## src/sv/tea_pkg.sv

```systemverilog
`default_nettype none
package tea_pkg;

  localparam int unsigned WORD_W = 32;
  localparam logic [WORD_W-1:0] TEA_DELTA = 32'h9e3779b9;
  localparam int unsigned CFG_INDEX_W = 2;

  typedef logic [WORD_W-1:0] word_t;

  typedef enum logic [CFG_INDEX_W-1:0] {
    REG_KEY_WORD0 = 2'd0,
    REG_KEY_WORD1 = 2'd1,
    REG_KEY_WORD2 = 2'd2,
    REG_KEY_WORD3 = 2'd3
  } cfg_reg_t;

  // One slot of the round pipeline.
  typedef struct packed {
    logic  valid;
    word_t w0;
    word_t w1;
  } stage_t;

  function automatic word_t tea_mix(input word_t w, input word_t sum,
                                    input word_t ka, input word_t kb);
    return ((w << 4) + ka) ^ (w + sum) ^ ((w >> 5) + kb);
  endfunction

endpackage
`default_nettype wire

```

## src/sv/tea_cell.sv

```systemverilog
`default_nettype none
// One half-round of TEA. The first half of a round updates word0 from word1,
// the second half updates word1 from the new word0.
module tea_cell
  import tea_pkg::*;
#(
  parameter int unsigned ROUND = 0,
  parameter bit          HALF  = 1'b0
) (
  input  wire    clk,
  input  wire    rst,
  input  wire    en,
  input  word_t  ka,
  input  word_t  kb,
  input  stage_t prev,
  output stage_t cur
);

  localparam logic [2*WORD_W-1:0] SUM_FULL = (2*WORD_W)'(TEA_DELTA) * (2*WORD_W)'(ROUND + 1);
  localparam word_t SUM = SUM_FULL[WORD_W-1:0];

  stage_t cur_next;

  always_comb begin
    cur_next = prev;
    if (HALF == 1'b0) begin
      cur_next.w0 = prev.w0 + tea_mix(prev.w1, SUM, ka, kb);
    end else begin
      cur_next.w1 = prev.w1 + tea_mix(prev.w0, SUM, ka, kb);
    end
  end

  // Only the valid bit is reset; the data words follow it.
  always_ff @(posedge clk) begin
    if (rst) begin
      cur.valid <= 1'b0;
    end else if (en) begin
      cur.valid <= cur_next.valid;
    end
    if (en) begin
      cur.w0 <= cur_next.w0;
      cur.w1 <= cur_next.w1;
    end
  end

endmodule
`default_nettype wire

```

## config.mk

```make
export PLATFORM = sky130hd
export DESIGN_NAME = tea_cell
export DESIGN_NICKNAME = d
export VERILOG_FILES = /design/src/sv/tea_pkg.sv /design/src/sv/tea_cell.sv
export SDC_FILE = /design/constraint.sdc
export NUM_CORES = 1
export LEC_CHECK = 0
export ABC_AREA = 1
export BUFFER_PORTS_ARGS = -buffer_cell sky130_fd_sc_hd__buf_2
export CELL_PAD_IN_SITES_DETAIL_PLACEMENT = 2
export CELL_PAD_IN_SITES_GLOBAL_PLACEMENT = 2
export CORE_MARGIN = 1.5
export CORE_UTILIZATION = 31
export CTS_CLUSTER_DIAMETER = 40
export DETAILED_ROUTE_END_ITERATION = 10
export HOLD_SLACK_MARGIN = 0.06
export PLACE_DENSITY_LB_ADDON = 0.25
export SLEW_MARGIN = 15
export SYNTH_ARGS = -nofsm -noshare
export SYNTH_HDL_FRONTEND = slang
export SYNTH_SLANG_ARGS = --single-unit
```

## constraint.sdc

```tcl
create_clock -name clk -period 4.4 [get_ports clk]
set_clock_uncertainty 0.2 [all_clocks]
set_input_delay 0.22 -clock clk [delete_from_list [all_inputs] [get_ports clk]]
set_output_delay 0.22 -clock clk [all_outputs]
set_load 0.05 [all_outputs]
```

==> metrics.md, run 1 <==
| Metric | Value |
|---|---|
| Pre-antenna DRT Iters | `4` |
| Drt via density | `5.176` |
| IO buf count | `196` |
| Yosys top cell by area | `edfxtp_1` |
| Area contributors post-synth | `edfxtp_1 (21%), nand2_1 (16%), ha_1 (12%)` |
| PwrDens | `445.4 nW/um^2` |
| Synth-to-Final Area Change | `27.47%` |
| Cell Int Power | `2.442 mW` |
| Hold Violations, Final | `0` |
| Post-route DRC | `0` |
| Nets | `1,801` |
| Layout cell share with drive strength beyond 1 | `21.54%` |
| Total gr overflow | `0` |
| Seq/Total Area, Yosys | `21.67%` |
| Via count | `10,181` |
| Netlist cell types | `53` |
| Switching part of the total | `52.00%` |
| Seq pwr share | `19.2%` |
| Vias in the first global route | `11,418` |
| Die ar. | `29,930 um^2` |
| Ant diodes | `0` |
| Most frequent cells in the layout | `nand2_1 (375), buf_2 (196), inv_1 (158)` |
| Worst Tran Pin Value | `669.5 ps` |
| Period utilization | `94.17%` |
| Maxcap violations | `0` |
| Final instance area | `11,420 um^2` |
| Initial Util | `31.39%` |
| Post-DP HPWL | `33,960 um` |
| CP Launch Type | `input pin` |
| Endpoints failing setup | `0` |
| Largest register FFs | `65` |
| Seq cells post-synth | `65` |
| Fmax achieved | `0.2414 GHz` |
| Initial DRC count | `494` |
| Final WL | `42,220 um` |
| Largest net degree at the start of global routing | `48` |
| Fill cells | `3,549` |
| DR WL met3 | `1296 um` |
| Clk pwr share | `16.6%` |
| Met2 Wirelength | `21,640 um` |
| Detail Route Antenna Nets | `0` |
| Area after DPL | `10,640 um^2` |
| # H-tree levels | `3` |
| Slew Limit Fails | `0` |
| CP Max Fanout | `5` |
| GRT Overall Usage | `28.09%` |
| First-pass GRT wire length | `64,600 um` |
| IO Pins | `197` |
| Post-CTS Setup Bufs | `0` |
| Synth Warn # | `0` |
| Max layer used | `met4` |
| Die height | `173.0 um` |
| Largest registers | `cur x65` |
| Row cnt | `62` |
| Syn avg cell area | `6.819 um^2` |
| Logic pwr share | `64.1%` |
| Max VDD drop | `0.2905 mV` |
| Main synth FF type | `edfxtp_1` |
| CTS buffer count | `9` |
| CP Class | `input pin to flop` |
| CTS tree | `yes` |
| Data required, critical path | `4310 ps` |
| Worst-path clk slew | `80 ps` |
| Overall power | `5.087 mW` |
| Syn nets | `1,537` |
| Post-synth ARST share | `0%` |
| Cell count after synthesis | `1,314` |
| Worst slew margin | `55.37%` |
| Worst Hold Class | `input pin to flop` |
| CP Capture Type | `flop` |
| Sw Pwr | `2.645 mW` |
| Most common cell after layout, fill and taps aside | `nand2_1` |
| Core Box Area | `28,550 um^2` |
| Initial antenna violation count | `0` |
| Clock Path Buffers | `2` |
| Critical Path AT | `4050 ps` |
| Post-Syn Area | `8960 um^2` |
| Minimum clock period | `4143 ps` |
| Number of synthesized flops with an enable pin | `64` |
| Largest Register | `cur` |
| Total negative slack | `0 ps` |
| Leak | `5.731 nW` |
| Die width | `173.0 um` |
| Clock latency on the worst-skew pair | `360 ps` |
| Final Wtd Congestion | `0.8893` |
| Outcome | `completed` |
| TritonCTS Sinks | `65` |
| M1 WL | `18,270 um` |
| Clk root buf | `clkbuf_16` |
| WL/cell | `21.46 um` |
| Share of the synthesized area in the top cell type | `21.45%` |
## Yosys cell counts, drive strengths merged, types with 2 or more instances
| cell type | instances |
|---|---|
| xor2 | 72 |
| nand2 | 399 |
| inv | 167 |
| o21a | 4 |
| and2 | 2 |
| a31o | 2 |
| nand3b | 13 |
| xnor2 | 54 |
| nor3b | 3 |
| a21oi | 91 |
| a21o | 20 |
| o21ai | 36 |
| edfxtp | 64 |
| nand4 | 13 |
| a21boi | 6 |
| nor3 | 18 |
| ha | 88 |
| a31oi | 7 |
| fa | 3 |
| nor2 | 132 |
| and3 | 3 |
| o21bai | 11 |
| or2 | 7 |
| nand3 | 86 |
## path summary, 6_finish.rpt
path / startpoint / to / slack [ps] / depth (start not counted)
hold / removal: prev[17] / cur[17]$_DFFE_PP_ / 110 / 2
hold reg to reg: cur[64]$_SDFFE_PP0P_ / cur[64]$_SDFFE_PP0P_ / 840 / 3
setup / recovery: prev[28] / cur[61]$_DFFE_PP_ / 260 / 25
setup reg to reg: cur[64]$_SDFFE_PP0P_ / cur[64]$_SDFFE_PP0P_ / 3050 / 3
## kinds of logic after synthesis
family,Yosys count,share of synthesized area (%)
XOR/XNOR,127,12.74
AO/OA/AOI/OAI,185,12.58
multiplexers,1,0.1117
flip-flops,65,21.67
adder cells (fa/ha/maj),91,12.96
AND/OR/NAND/NOR,677,32.86
buffers and inverters,168,7.080
## metrics by stage
| step | setup slack, ps | hold slack (ps) | instances | util, % |
|---|---|---|---|---|
| 5_1_grt | -40.05 | 96.60 | 1967 | 40.01 |
| 2_1_floorplan | 958.2 | 92.38 | 1314 | - |
| 3_5_place_dp | -259.2 | 183.6 | 1923 | 37.27 |
| 3_3_place_gp | -61.59 | 176.7 | 1923 | 37.27 |
| 4_1_cts | 19.89 | 100.8 | 1967 | 39.38 |
| 6_report | 256.7 | 112.4 | 1967 | 40.01 |
## metal layers
layer | vias up | global-route usage [%]
met5 | - | 0
li1 | 4846 | -
met1 | 5054 | 33.84
met2 | 224 | 52.17
met4 | 0 | 9.022
met3 | 57 | 2.748
## layout make-up
type / count / area [um^2] / share of cell area [%]
clock buffers: 10 / 229.0 / 2.005
clock inverters: 6 / 92.59 / 0.8107
inverters: 167 / 626.9 / 5.489
multi-input cells: 1081 / 6564 / 57.47
flip-flops and latches: 65 / 1942 / 17.00
well taps: 384 / 480.5 / 4.207
repair buffers: 254 / 1486 / 13.01
## power by group through the flow
stage,sequential [mW],combinational (mW),clock (mW)
2_1_floorplan,1.59,1.58,0
3_3_place_gp,0.981,3.02,0
3_5_place_dp,0.993,3.14,0
4_1_cts,0.980,3.18,0.852
5_1_grt,0.999,3.53,0.873
6_report,0.977,3.26,0.846
## worst max-delay path, stage by stage
cell	delay (ps)
dlygate4sd3_1	540
buf_2	180
ha_2	400
nand2_2	130
nor2_1	120
inv_1	100
nor2_4	150
and3_1	180
nand2_1	140
nand3b_1	190
nand2_1	100
nand2_1	90
nand2_1	60
nand2_1	100
nand2_2	110
ha_4	300
nand2_1	100
nor2_1	110
inv_1	60
nor2_1	140
inv_1	60
nor2_1	170
nor4_2	50
o21ai_1	120
xor2_1	100
## timing repair
action | 4_1_cts | 5_1_grt
hold buffers | 28 | 0
endpoints found under the setup margin | 0 | 11
resized for setup | 0 | 41
hold endpoints to repair | 27 | 0
(Power assumes the default switching activity.)
==> run 2: changes to the inputs <==
--- a/config.mk
+++ b/config.mk
@@ -14,7 +14,8 @@
 export CTS_CLUSTER_DIAMETER = 40
 export DETAILED_ROUTE_END_ITERATION = 10
 export HOLD_SLACK_MARGIN = 0.06
-export PLACE_DENSITY_LB_ADDON = 0.25
+export PLACE_DENSITY_LB_ADDON = 0.1
+export SKIP_LAST_GASP = 1
 export SLEW_MARGIN = 15
 export SYNTH_ARGS = -nofsm -noshare
 export SYNTH_HDL_FRONTEND = slang
==> metrics.md, run 2 (synthesized netlist as in run 1, its figures left out) <==
| Metric | Value |
|---|---|
| Die width | `173.0 um` |
| Hold path startpoint | `prev[12]` |
| Max VDD drop | `0.1976 mV` |
| Slowest Stage Delay on Critical Path | `540 ps` |
| Layout cell share with drive strength beyond 1 | `23.07%` |
| Data required, critical path | `4290 ps` |
| Largest registers | `cur x65` |
| Met1 Usage GRT | `33.86%` |
| IO buf count | `196` |
| Slew Limit Fails | `0` |
| Maxcap violations | `0` |
| Fill cells | `3,558` |
| Critical Path AT | `4170 ps` |
| CTS buffer count | `9` |
| Largest Register | `cur` |
| Endpoints failing setup | `0` |
| Overall power | `5.099 mW` |
| Detail Route Antenna Nets | `0` |
| Minimum clock period | `4277 ps` |
| Hold Violations, Final | `0` |
| Final WL | `40,830 um` |
| Post-route DRC | `0` |
| Grt peak-use layer | `met2` |
| Pre-antenna DRT Iters | `4` |
| Most frequent cells in the layout | `nand2_1 (374), buf_2 (195), inv_1 (158)` |
| Initial Util | `31.39%` |
| Worst slew margin | `35.98%` |
| RR Startpoint | `cur[64]$_SDFFE_PP0P_` |
| Worst Tran Pin Value | `960.3 ps` |
| Worst setup path start | `prev[21]` |
| Via count | `9,978` |
| Total gr overflow | `0` |
| Cell mode on critical path | `nand2_1` |
| TritonCTS Sinks | `65` |
| CP Capture Type | `flop` |
| Post-CTS Setup Bufs | `0` |
| Initial DRC count | `351` |
| GRT Overall Usage | `27.21%` |
| GR Util met3 | `2.397%` |
| Row cnt | `62` |
| Die height | `173.0 um` |
| CP max stage cell | `dlygate4sd3_1` |
| Cell Chain, Critical Path | `dlygate4sd3_1, buf_2, ha_2, nand2_1, nor2_1, nor2_1, o21ai_1, inv_1, nand2_1, xnor2_1, buf_4, nand3_1, nand2_1, inv_1, ha_1, nand2_1, nor2_1, inv_1, buf_4, nor2_1, nand3_1, nand2_1, a21oi_1, xnor2_1` |
| Worst Hold Class | `input pin to flop` |
| IO Pins | `197` |
| Fmax achieved | `0.2338 GHz` |
| Clock latency on the worst-skew pair | `350 ps` |
| Clock Path Buffers | `2` |
| Synth-to-Final Area Change | `29.20%` |
| Worst-path clk slew | `60 ps` |
| Drt via density | `5.019` |
| First-pass GRT wire length | `62,480 um` |
| Initial antenna violation count | `1` |
| Clk root buf | `clkbuf_16` |
| WL/cell | `20.54 um` |
| Final instance area | `11,580 um^2` |
| Setup repair after global routing missed its margin | `true` |
| CP Class | `input pin to flop` |
| Ant diodes | `0` |
| Largest register FFs | `65` |
| Met2 GRT Util | `49.87%` |
| CP Max Fanout | `6` |
| Leak | `5.820 nW` |
| Most common cell after layout, fill and taps aside | `nand2_1` |
| CP Launch Type | `input pin` |
| CTS tree | `yes` |
| Post-DP HPWL | `33,900 um` |
| Die ar. | `29,930 um^2` |
| Final Wtd Congestion | `0.8832` |
| Largest net degree at the start of global routing | `66` |
| Core Box Area | `28,550 um^2` |
| PwrDens | `440.5 nW/um^2` |
| Vias in the first global route | `11,339` |
| # H-tree levels | `3` |
| Outcome | `completed` |
| Nets | `1,822` |
| Period utilization | `97.19%` |
| Area after DPL | `10,800 um^2` |
## run 2: what timing repair did
action / 4_1_cts / 5_1_grt
hold endpoints to repair: 27 / 0
endpoints found under the setup margin: 0 / 11
gates resized for setup: 0 / 47
hold buffers: 28 / 0
## run 2: final cells by class
| cell class | instances | area, um^2 | share of cell area [%] |
|---|---|---|---|
| flip-flops and latches | 65 | 1942 | 16.77 |
| clock inverters | 6 | 92.59 | 0.7998 |
| multi-input cells | 1081 | 6559 | 56.66 |
| well taps | 384 | 480.5 | 4.150 |
| repair buffers | 275 | 1647 | 14.22 |
| clock buffers | 10 | 229.0 | 1.978 |
| inverters | 167 | 626.9 | 5.415 |
## run 2: final timing paths
kind / depth (start not counted) / slack (ps) / to
worst min-delay path: 1 / 80 / cur[12]$_DFFE_PP_
worst max register to register: 3 / 3050 / cur[64]$_SDFFE_PP0P_
worst max-delay path: 24 / 120 / cur[58]$_DFFE_PP_
worst min register to register: 3 / 860 / cur[64]$_SDFFE_PP0P_
## run 2: critical path, delay by kind of cell
family | cells | cell delay (ps)
buffers and inverters | 7 | 1210
adders and majority gates | 2 | 730
xor gates and xnor gates | 2 | 280
and+or+nand+nor | 11 | 1390
AOI/OAI and AO/OA | 2 | 330
## run 2: layer usage
layer / up-vias / wire length [um]
met5: - / 0
met4: 0 / 867
met3: 51 / 1320
met2: 194 / 20450
met1: 4859 / 18190
li1: 4874 / -
## run 2: stage by stage
step	util (%)	cells	setup TNS, ps	hold slack, ps	setup WS (ps)
after floorplan	-	1314	0	92.38	958.2
after global placement	37.83	1944	-42.37	180.1	-36.04
after detailed placement	37.83	1944	-137.4	183.2	-89.32
after CTS	39.94	1988	0	74.28	45.28
after global routing	40.55	1988	-270.7	80.80	-105.6
final	40.55	1988	0	78.77	123.4
## run 2: where the power goes
| part | total, mW | internal [mW] | switching [mW] |
|---|---|---|---|
| Clock | 0.842 | 0.500 | 0.342 |
| Combinational | 3.27 | 1.03 | 2.24 |
| Sequential | 0.983 | 0.940 | 0.0433 |
| Total | 5.10 | 2.47 | 2.62 |
