$ cat config.mk
export PLATFORM = sky130hd
export DESIGN_NAME = tea_out_buf_flat
export DESIGN_NICKNAME = d
export VERILOG_FILES = /design/src/sv/tea_pkg.sv /design/src/sv/tea_cipher_if.sv /design/src/sv/tea_out_buf.sv /design/src/flat_wrapper.sv
export SDC_FILE = /design/constraint.sdc
export NUM_CORES = 1
export LEC_CHECK = 0
export ABC_AREA = 1
export BUFFER_PORTS_ARGS = -buffer_cell sky130_fd_sc_hd__buf_4
export CORE_MARGIN = 5
export CORE_UTILIZATION = 55
export CTS_CLUSTER_SIZE = 14
export DETAILED_ROUTE_END_ITERATION = 8
export PLACE_DENSITY = 0.83
export SETUP_SLACK_MARGIN = 0.3
export SLEW_MARGIN = 20
export SYNTH_ARGS = -nofsm -noshare
export SYNTH_HDL_FRONTEND = slang
export SYNTH_SLANG_ARGS = --single-unit
export TNS_END_PERCENT = 50
$ cat constraint.sdc
create_clock -name clk -period 5.6 [get_ports clk]
set_input_delay 0.28 -clock clk [delete_from_list [all_inputs] [get_ports clk]]
set_output_delay 0.28 -clock clk [all_outputs]
set_load 0.02 [all_outputs]
$ cat src/sv/tea_pkg.sv
`default_nettype none
package tea_pkg;

  localparam int unsigned WORD_W = 32;
  localparam logic [WORD_W-1:0] TEA_DELTA = 32'h9e3779b9;
  localparam int unsigned CFG_INDEX_W = 2;

  typedef logic [WORD_W-1:0] word_t;

  typedef enum logic [CFG_INDEX_W-1:0] {
    REG_KEY_WORD0 = 2'd0,
    REG_KEY_WORD1 = 2'd1,
    REG_KEY_WORD2 = 2'd2,
    REG_KEY_WORD3 = 2'd3
  } cfg_reg_t;

  // One slot of the round pipeline.
  typedef struct packed {
    logic  valid;
    word_t w0;
    word_t w1;
  } stage_t;

  function automatic word_t tea_mix(input word_t w, input word_t sum,
                                    input word_t ka, input word_t kb);
    return ((w << 4) + ka) ^ (w + sum) ^ ((w >> 5) + kb);
  endfunction

endpackage
`default_nettype wire

$ cat src/sv/tea_cipher_if.sv
`default_nettype none
interface tea_cipher_if
  import tea_pkg::*;
();
  logic  valid;
  logic  ready;
  word_t cipher_low;
  word_t cipher_high;

  modport source (output valid, output cipher_low, output cipher_high, input ready);
  modport sink (input valid, input cipher_low, input cipher_high, output ready);
endinterface
`default_nettype wire

$ cat src/sv/tea_out_buf.sv
`default_nettype none
// Two-entry output queue. The pipeline moves only while a slot is free, so
// the upstream ready never depends on the downstream ready in the same cycle.
module tea_out_buf
  import tea_pkg::*;
(
  input  wire          clk,
  input  wire          rst,
  input  stage_t       last,
  output logic         en,
  tea_cipher_if.source out
);

  logic [1:0] count;
  logic       wr_ptr;
  logic       rd_ptr;
  word_t      mem_w0 [2];
  word_t      mem_w1 [2];
  logic       push;
  logic       pop;

  assign en   = (count != 2'd2);
  assign push = en && last.valid;
  assign pop  = out.valid && out.ready;

  assign out.valid       = (count != 2'd0);
  assign out.cipher_low  = mem_w0[rd_ptr];
  assign out.cipher_high = mem_w1[rd_ptr];

  always_ff @(posedge clk) begin
    if (rst) begin
      count  <= 2'd0;
      wr_ptr <= 1'b0;
      rd_ptr <= 1'b0;
    end else begin
      if (push) begin
        wr_ptr <= ~wr_ptr;
      end
      if (pop) begin
        rd_ptr <= ~rd_ptr;
      end
      count <= count + 2'(push) - 2'(pop);
    end
  end

  always_ff @(posedge clk) begin
    if (push) begin
      mem_w0[wr_ptr] <= last.w0;
      mem_w1[wr_ptr] <= last.w1;
    end
  end

  a_count_range: assert property (@(posedge clk) disable iff (rst) count != 2'd3)
    else $error("output queue count out of range");

  a_no_push_full: assert property (@(posedge clk) disable iff (rst)
    (count == 2'd2) |-> !push)
    else $error("push into full output queue");

  a_full_stalls: assert property (@(posedge clk) disable iff (rst)
    (count == 2'd2 && !pop) |=> (count == 2'd2))
    else $error("full output queue lost an entry without a transfer");

endmodule
`default_nettype wire

$ cat src/flat_wrapper.sv
// flat-port wrapper written by rule: the top's interface ports become plain ports
module tea_out_buf_flat import tea_pkg::*;
  (clk, rst, last, en, out_valid, out_cipher_low, out_cipher_high, out_ready);
  tea_cipher_if out_i ();
  input  wire clk;
  input  wire rst;
  input  stage_t last;
  output logic en;
  output wire logic [$bits(out_i.valid)-1:0] out_valid;
  output wire logic [$bits(out_i.cipher_low)-1:0] out_cipher_low;
  output wire logic [$bits(out_i.cipher_high)-1:0] out_cipher_high;
  input wire logic [$bits(out_i.ready)-1:0] out_ready;
  assign out_valid = out_i.valid;
  assign out_cipher_low = out_i.cipher_low;
  assign out_cipher_high = out_i.cipher_high;
  assign out_i.ready = out_ready;
  tea_out_buf u_core (.clk(clk), .rst(rst), .last(last), .en(en), .out(out_i));
endmodule
==> reports/results.txt, run 1 <==
First-pass GRT wire length = 16700 um
# IOs = 134
Vias in the first global route = 3203
Area growth, synth to finish = 45.0%
Reg clk slew, reported paths = 60 ps
Largest family of logic cells by synthesized area = multiplexers
Largest delay share family, worst path = flip-flops
Slew @ Worst Pin = 897 ps
PortBufs = 133
Pin count of the biggest net entering global routing = 43
DRC = 0
XOR/XNOR Fraction of Synth Area = 0%
DP Wirelength = 6520 um
Syn Area/Cell = 21.7 um2
Syn Std Cell Area = 5170 um2
CTS Hold Bufs = 65
Critical path startpoint category = flip-flop
Compound-Gate Fraction of Synth Area = 0.194%
Crit-path max cell delay = 660 ps
FF-to-FF setup slack = 3420 ps
Overall power = 3450 uW
Clk Latency, worst-skew pair = 500 ps
Final hold viol count = 0
Critical-path cell list = buf_16, mux2_2, buf_4
Ant. Diodes = 0
Critical path type = reg2out
Share of cells above drive strength 1 = 50.3%
Initial antenna violation count = 0
GRT Residual Overflow = 0
Crit path time final = 2350 ps
CTS tree = yes
Syn Nets = 308
Core Util, Final = 81.6%
Skew final = 7.39 ps
Buf+Inv Stages, Crit Path = 2
Detailed Routing Iterations Pass 1 = 4
Crit-path max FO = 40
Final slew viol count = 0
F_max = 426 MHz
Synth cell types = 12
Max cap viols = 0
Horiz. Die Dim = 107 um
Final setup TNS = 0 ps
Sequential fraction of the synthesis area = 76.2%
Multi-input logic area = 1070 um2
Synthesized flop and latch total = 133
Post-Synth Simple-Gate Area = 1.52%
Crit. End Element = primary output
Final wirelength = 10600 um
Status = finished clean
Vias/cell = 4.96
Syn. warnings = 0
H-tree depth = 4
Synthesized-area fraction occupied by adder cells = 0.484%
Total die area = 11400 um2
Syn Inst Count = 238
RSZ-0062 raised after global routing = false
Leakage dissipation = 0.00302 uW
PD cells = 459 nW/um2
Final setup fails = 0
Final nets = 522
Worst path required time = 5320 ps
Max_slew headroom = 40.1%
CP max stage cell = dfxtp_4
Die Height = 107 um
Root Driver = clkbuf_8
Gpl congestion = 0.713
Cts repair resizes = 0
CTS Buffer Depth = 2
Max VDD drop = 0.000318 V
Final worst-path cycle share = 41.9%
FF/Latch Area = 3950 um2
Core box area = 9200 um2
Multiplexer share of the synthesized area = 18.3%
Antenna-violating nets left = 0
# fillers = 452
Overall routing resource usage = 19.8%
Detailed-route wire length per cell = 18.3 um
Drt first-iter violations = 119
Post-CTS Setup Inserts = 0
Starting Density = 56.2%
Row count = 35
Worst Path Arrival = 2070 ps
Total CTS buffers = 17
CTS Sinks = 133
Via Count = 2858
Worst hold path class = in2reg
==> sequential cells by signal (all words and copies together) (netlist names), named ones only <==
register / flops
u_core.count: 2
u_core.mem_w0: 64
u_core.mem_w1: 64
u_core.rd_ptr: 1
u_core.wr_ptr: 1
==> power breakdown <==
| group | switching [uW] | internal (uW) | total, uW |
|---|---|---|---|
| Combinational | 498 | 507 | 1000 |
| Clock | 413 | 680 | 1090 |
| Sequential | 72.2 | 1280 | 1350 |
| Total | 983 | 2460 | 3450 |
==> per-layer routing <==
metal,track usage (%),up-vias,wire length (um)
li1,-,1350,-
met1,21.4,1392,4040
met2,36.1,108,5670
met3,7.16,8,763
met4,6.21,0,92
met5,0,-,0
==> per-stage QoR <==
stage	cell area (um2)	setup WS (ps)	hold slack (ps)	cells
2_1_floorplan	5170	1750	351	238
3_3_place_gp	6200	3270	453	477
3_5_place_dp	6260	3410	458	479
4_1_cts	7500	3220	61.1	576
5_1_grt	7500	3170	91.5	576
6_report	7500	3250	82.9	576
==> cells by family (layout without fill, tap and decap cells) <==
logic type,after synthesis,after routing
simple gates,20,20
buf+inv,17,244
flops,133,133
fa+ha+maj,2,2
compound gates,2,2
mux,64,64
==> cell usage in the layout (no fill, tap or decap), drive strengths merged <==
cell type      n
inv           14
edfxtp       128
nand3          3
a21oi          2
bufinv         3
clkinvlp       3
nor2           9
buf          137
mux2          64
dlygate4sd3   65
clkinv         5
clkbuf        17
nand2          8
ha             2
dfxtp          5
==> tightest hold or removal path: stages <==
cell     delay, ps
buf_4           80
nand3_1         70
nand2_1         80
nor2_1          40
==> Yosys cell counts <==
library cell	n	area share [%]
nand2_1	8	0.58
mux2_4	60	17
mux2_2	4	0.87
nor2_1	9	0.65
nand3_1	3	0.29
inv_1	10	0.73
buf_6	1	0.22
buf_12	6	2.3
edfxtp_1	128	74
ha_1	2	0.48
a21oi_1	2	0.19
dfxtp_1	5	1.9
==> final timing paths <==
| check | depth (start not counted) | startpoint | end |
|---|---|---|---|
| min | 4 | out_ready | flip-flop |
| max reg2reg | 6 | u_core.count[0] | u_core.mem_w1[0][30] |
| min reg2reg | 2 | u_core.rd_ptr | flip-flop |
| max | 3 | flip-flop | out_cipher_high[0] |
==> final cells by class <==
class	instances	share of cell area, %
clock inverters	15	2.37
repair buffers	202	22.9
well taps	111	1.85
inverters	10	0.500
flip-flops and latches	133	52.6
clock buffers	17	5.52
multi-input cells	88	14.2
No activity file was read; power rests on OpenSTA's default activity.
==> run 2: changes to the inputs <==
- CORE_UTILIZATION: 55 -> 52
- PLACE_DENSITY: 0.83 -> 0.79
- clock period: 5.6 -> 2.2 ns (I/O delays scaled with it)
==> reports/results.txt, run 2 (same netlist as run 1, synthesis figures left out) <==
Pin count of the biggest net entering global routing = 46 (+7.0%)
Final wirelength = 10400 um (-1.9%)
Share of cells above drive strength 1 = 51.1% (+0.73 points)
Clk Latency, worst-skew pair = 510 ps (about the same)
Sw Ratio = 27.6% (-0.90 points)
FF/Latch Area = 3950 um2 (about the same)
Final slew viol count = 0 (unchanged)
Commonest non-fill, non-tap cells in the layout = 139 x buf_4, 128 x edfxtp_1, 67 x dlygate4sd3_1
Reg clk slew, reported paths = 60 ps (about the same)
Max_slew headroom = 70.8% (+31 points)
Final worst-path cycle share = 80.7%
Crit path time final = 1780 ps
Vias/cell = 4.70 (-5.3%)
Overall power = 8730 uW (+150%)
Starting Density = 53.2% (-3.1 points)
Slew @ Worst Pin = 438 ps (-459 ps)
Crit-path max FO = 7 (-83%)
First-pass GRT wire length = 15600 um (-6.4%)
Area growth, synth to finish = 47.3%
Worst path required time = 2090 ps (-3230 ps)
Multi-input logic area = 1090 um2 (+1.9%)
Final setup fails = 0 (unchanged)
Initial antenna violation count = 1 (+1)
Overall routing resource usage = 17.8% (-2.0 points)
Final hold viol count = 0 (unchanged)
Fin cells = 608 (+5.6%)
Critical-path cell list = buf_4, mux2_4, buf_4
Reg2reg start = u_core.count[1]
Setup WS post-layout = 424 ps (-2830 ps)
End of the critical path = out_cipher_high[10]
R2r endpoint = u_core.count[1]
Vias in the first global route = 3127 (-2.4%)
Total die area = 12000 um2 (+5.2%)
Gpl congestion = 0.725 (+1.6%)
Max cap viols = 0 (unchanged)
DRC = 0 (unchanged)
Critical path startpoint category = flip-flop
PD cells = 1150 nW/um2 (+150%)
Dpl cells = 504 (+5.2%)
Final nets = 531 (+1.7%)
Cell Int Power = 6320 uW (+160%)
Max VDD drop = 0.000583 V (+83%)
Share of power burned in registers = 38.8% (-0.3 points)
Leading cell type in the layout, fill and taps excluded = buf_4
Clock share of power = 30.3% (-1.4 points)
Cts repair resizes = 0 (unchanged)
H-tree depth = 4 (unchanged)
Final setup TNS = 0 ps (unchanged)
Horiz. Die Dim = 110 um (+2.6%)
PortBufs = 133 (unchanged)
Core box area = 9730 um2 (+5.8%)
RSZ-0062 raised after global routing = false
CTS Sinks = 133 (unchanged)
Total CTS buffers = 17 (unchanged)
Fin Hold WS = 301 ps (+218 ps)
Skew final = 9.92 ps (+2.53 ps)
Via Count = 2856 (-0.070%)
CP max stage cell = dfxtp_4
Status = finished clean
# IOs = 134 (unchanged)
Antenna-violating nets left = 0 (unchanged)
Critical path type = reg2out
Leakage dissipation = 0.00306 uW (+1.4%)
Placement Setup Slack = 662 ps (-2750 ps)
Switching pwr = 2410 uW (+150%)
Cell count of the worst reg-to-reg path = 10 (+4)
Worst Path Arrival = 1670 ps (-400 ps)
Detailed Routing Iterations Pass 1 = 4 (unchanged)
Crit. End Element = primary output
Most frequent CP cell = buf_4
Crit-path max cell delay = 440 ps (-220 ps)
Row count = 36 (+2.9%)
F_max = 563 MHz
Die Height = 110 um (+2.6%)
GRT Residual Overflow = 0 (unchanged)
DP Wirelength = 5980 um (-8.3%)
Logic pwr share = 30.9% (+1.7 points)
Worst hold path class = in2reg
Root Driver = clkbuf_8
Largest regs = u_core.mem_w0: 64 flops, u_core.mem_w1: 64 flops, u_core.count: 2 flops
Drt first-iter violations = 97 (-18%)
CTS Buffer Depth = 2 (unchanged)
Detailed-route wire length per cell = 17.0 um (-7.1%)
CTS tree = yes
# fillers = 556 (+23%)
FF-to-FF setup slack = 730 ps (-2690 ps)
## run 2: changes by cell type in the layout (fill, tap and decap cells not counted), sizes merged
cell         change
inv              -5
clkinvlp         -1
clkinv           +2
clkbuf           +4
dlygate4sd3      +2
buf              +7
diode            +1
## run 2: how the worst min path moves through the flow
stage                                 end  startpoint  slack, ps  cells past startpoint
after global routing      u_core.count[0]         rst        300                      3
after global placement    u_core.count[0]         rst        270                      2
final                     u_core.count[0]         rst        300                      3
after CTS                 u_core.count[0]         rst        280                      3
after detailed placement  u_core.count[0]         rst        280                      2
after floorplan           u_core.count[0]         rst        170                      1
## run 2: power groups by stage
| stage | clock network, uW | logic, uW | registers (uW) |
|---|---|---|---|
| CTS | 2700 | 2700 | 3390 |
| floorplan | 0 | 1750 | 3380 |
| global placement | 0 | 2460 | 3470 |
| finish | 2650 | 2700 | 3380 |
| detailed placement | 0 | 2490 | 3490 |
| global route | 2830 | 2850 | 3420 |
## run 2: worst max-delay path, delay by kind of cell, from the launching register on
family	cells	cell delay, ps
muxes	1	320
buffers and inverters	2	390
DFF	1	440
## run 2: stage by stage
stage | instance area (um2) | util (%)
4_1_cts | 7620 | 78.3
2_1_floorplan | 5200 | -
3_5_place_dp | 6340 | 65.2
3_3_place_gp | 6340 | 65.2
5_1_grt | 7620 | 78.3
6_report | 7620 | 78.3
## run 2: timing repair
| item | 4_1_cts | 5_1_grt |
|---|---|---|
| endpoints found under the hold margin | 133 | 0 |
| hold buffers | 67 | 0 |
| buffers inserted | 4 | 0 |
| endpoints found under the setup margin | 43 | 0 |
## run 2: area by class of cell
| cell class | instances | share of cell area (%) |
|---|---|---|
| Tap cell | 133 | 2.18 |
| Timing Repair Buffer | 211 | 23.7 |
| Sequential cell | 133 | 51.8 |
| Clock inverter | 11 | 1.76 |
| Multi-Input combinational cell | 88 | 14.3 |
| Antenna cell | 1 | 0.0328 |
| Clock buffer | 21 | 5.63 |
| Inverter | 10 | 0.542 |
## run 2: layer usage
metal  vias to the layer above  wire length (um)  track usage (%)
met5                         -                 0                0
met1                      1370              3900             19.7
met4                         0                97             5.34
li1                       1371                 -                -
met3                        11               766             6.87
met2                       104              5610             31.8
==> run 3: changes to the inputs <==
- CORE_UTILIZATION: 52 -> 47
- PLACE_DENSITY: 0.79 -> 0.75
- clock period: 2.2 -> 1.6 ns (I/O delays scaled with it)
==> reports/results.txt, run 3 (same netlist as run 1, synthesis figures left out) <==
Starting Density = 47.9% (-5.2 points)
Core box area = 10800 um2 (+11%)
Overall power = 13800 uW (+58%)
# IOs = 134 (unchanged)
Overall routing resource usage = 16.2% (-1.6 points)
Max VDD drop = 0.000921 V (+58%)
Status = complete, but fails checks
Final hold viol count = 0 (unchanged)
Ant. Diodes = 0 (-1)
Worst path required time = 1520 ps (-570 ps)
Detailed Routing Iterations Pass 1 = 4 (unchanged)
Horiz. Die Dim = 115 um (+4.7%)
Pin count of the biggest net entering global routing = 42 (-8.7%)
Failing checks = setup timing
Antenna-violating nets left = 0 (unchanged)
Max_slew headroom = 81.1% (+10 points)
Max cap viols = 0 (unchanged)
Detailed-route wire length per cell = 19.1 um (+12%)
Clk Latency, worst-skew pair = 510 ps (about the same)
Via Count = 3036 (+6.3%)
Placement Setup Slack = 102 ps (-559 ps)
Final setup TNS = -5940 ps (-5940 ps)
Total die area = 13200 um2 (+9.6%)
Leading cell type in the layout, fill and taps excluded = edfxtp_1
Reg clk slew, reported paths = 60 ps (about the same)
Crit-path max FO = 5 (-2)
Die Height = 115 um (+4.7%)
Worst hold path class = in2reg
Critical path type = reg2out
H-tree depth = 4 (unchanged)
Critical path startpoint category = flip-flop
Total CTS buffers = 17 (unchanged)
Final slew viol count = 0 (unchanged)
Row count = 38 (+5.6%)
First-pass GRT wire length = 16000 um (+2.5%)
Dpl cells = 511 (+1.4%)
Area growth, synth to finish = 64.3%
Vias in the first global route = 3220 (+3.0%)
PortBufs = 133 (unchanged)
F_max = 583 MHz
Crit path time final = 1710 ps
Leakage dissipation = 0.00339 uW (+11%)
Final worst-path cycle share = 107%
RSZ-0062 raised after global routing = true
DP Wirelength = 6120 um (+2.2%)
Commonest non-fill, non-tap cells in the layout = 128 x edfxtp_1, 74 x buf_4, 67 x dlygate4sd3_1
Slew @ Worst Pin = 283 ps (-155 ps)
Fin Hold WS = 270 ps (-31.2 ps)
Final wirelength = 12100 um (+17%)
CTS Sinks = 133 (unchanged)
Skew final = 6.32 ps (-3.60 ps)
Setup WS post-layout = -115 ps (-539 ps)
Drt first-iter violations = 102 (+5.2%)
Share of cells above drive strength 1 = 57.0% (+5.9 points)
Worst Path Arrival = 1630 ps (-40 ps)
CTS Buffer Depth = 2 (unchanged)
CTS tree = yes
PD cells = 1620 nW/um2 (+42%)
Initial antenna violation count = 0 (-1)
DRC = 0 (unchanged)
Final nets = 552 (+4.0%)
Largest regs = u_core.mem_w0: 64 flops, u_core.mem_w1: 64 flops, u_core.count: 2 flops
Vias/cell = 4.78 (+1.8%)
Crit. End Element = primary output
Fin cells = 635 (+4.4%)
Root Driver = clkbuf_8
Gpl congestion = 0.709 (-2.2%)
GRT Residual Overflow = 0 (unchanged)
Final setup fails = 64 (+64)
## run 3: stage by stage
stage | utilization, % | instance area (um2)
2_1_floorplan | - | 5200
3_3_place_gp | 59.0 | 6370
3_5_place_dp | 59.0 | 6370
4_1_cts | 73.1 | 7890
5_1_grt | 78.8 | 8500
6_report | 78.8 | 8500
## run 3: cell type report
cell class,count,area [um2]
Sequential cell,133,3950
Timing Repair Buffer,232,2540
Fill cell,548,2290
Multi-Input combinational cell,88,1150
Clock buffer,18,418
Clock inverter,14,209
Tap cell,140,175
Inverter,10,46.3
## run 3: report_power, final
group	internal, uW	switching (uW)	total (uW)
logic	2810	2260	5060
registers	4470	191	4660
clock network	2670	1390	4070
total	9950	3850	13800
## run 3: metal layers
metal / share of wire [%] / global-route usage, % / vias to the layer above
li1: - / - / 1405
met1: 37 / 16.1 / 1517
met2: 56 / 30.7 / 94
met3: 5.4 / 5.05 / 20
met4: 1.8 / 7.20 / 0
met5: 0 / 0 / -
## run 3: final timing paths
kind / startpoint / slack (ps) / to / cells after the start
worst max register to register: u_core.count[1] / 110 / u_core.mem_w1[0][25] / 6
worst min-delay path: rst / 270 / u_core.count[0] / 3
worst max-delay path: flip-flop / -110 / out_cipher_low[19] / 4
worst min register to register: u_core.rd_ptr / 510 / flip-flop / 2
## run 3: critical path, cell delays in order (launching register included)
cell and delay (ps):
dfxtp_4 380, buf_12 140, clkbuf_16 160, mux2_4 300, buf_6 130
## run 3: timing repair
item / 4_1_cts / 5_1_grt
gates resized for setup: 63 / 40
buffers inserted: 0 / 8
gates cloned: 0 / 17
hold endpoints to repair: 133 / 0
pin swaps: 2 / 10
setup endpoints to repair: 90 / 196
hold buffers: 67 / 0
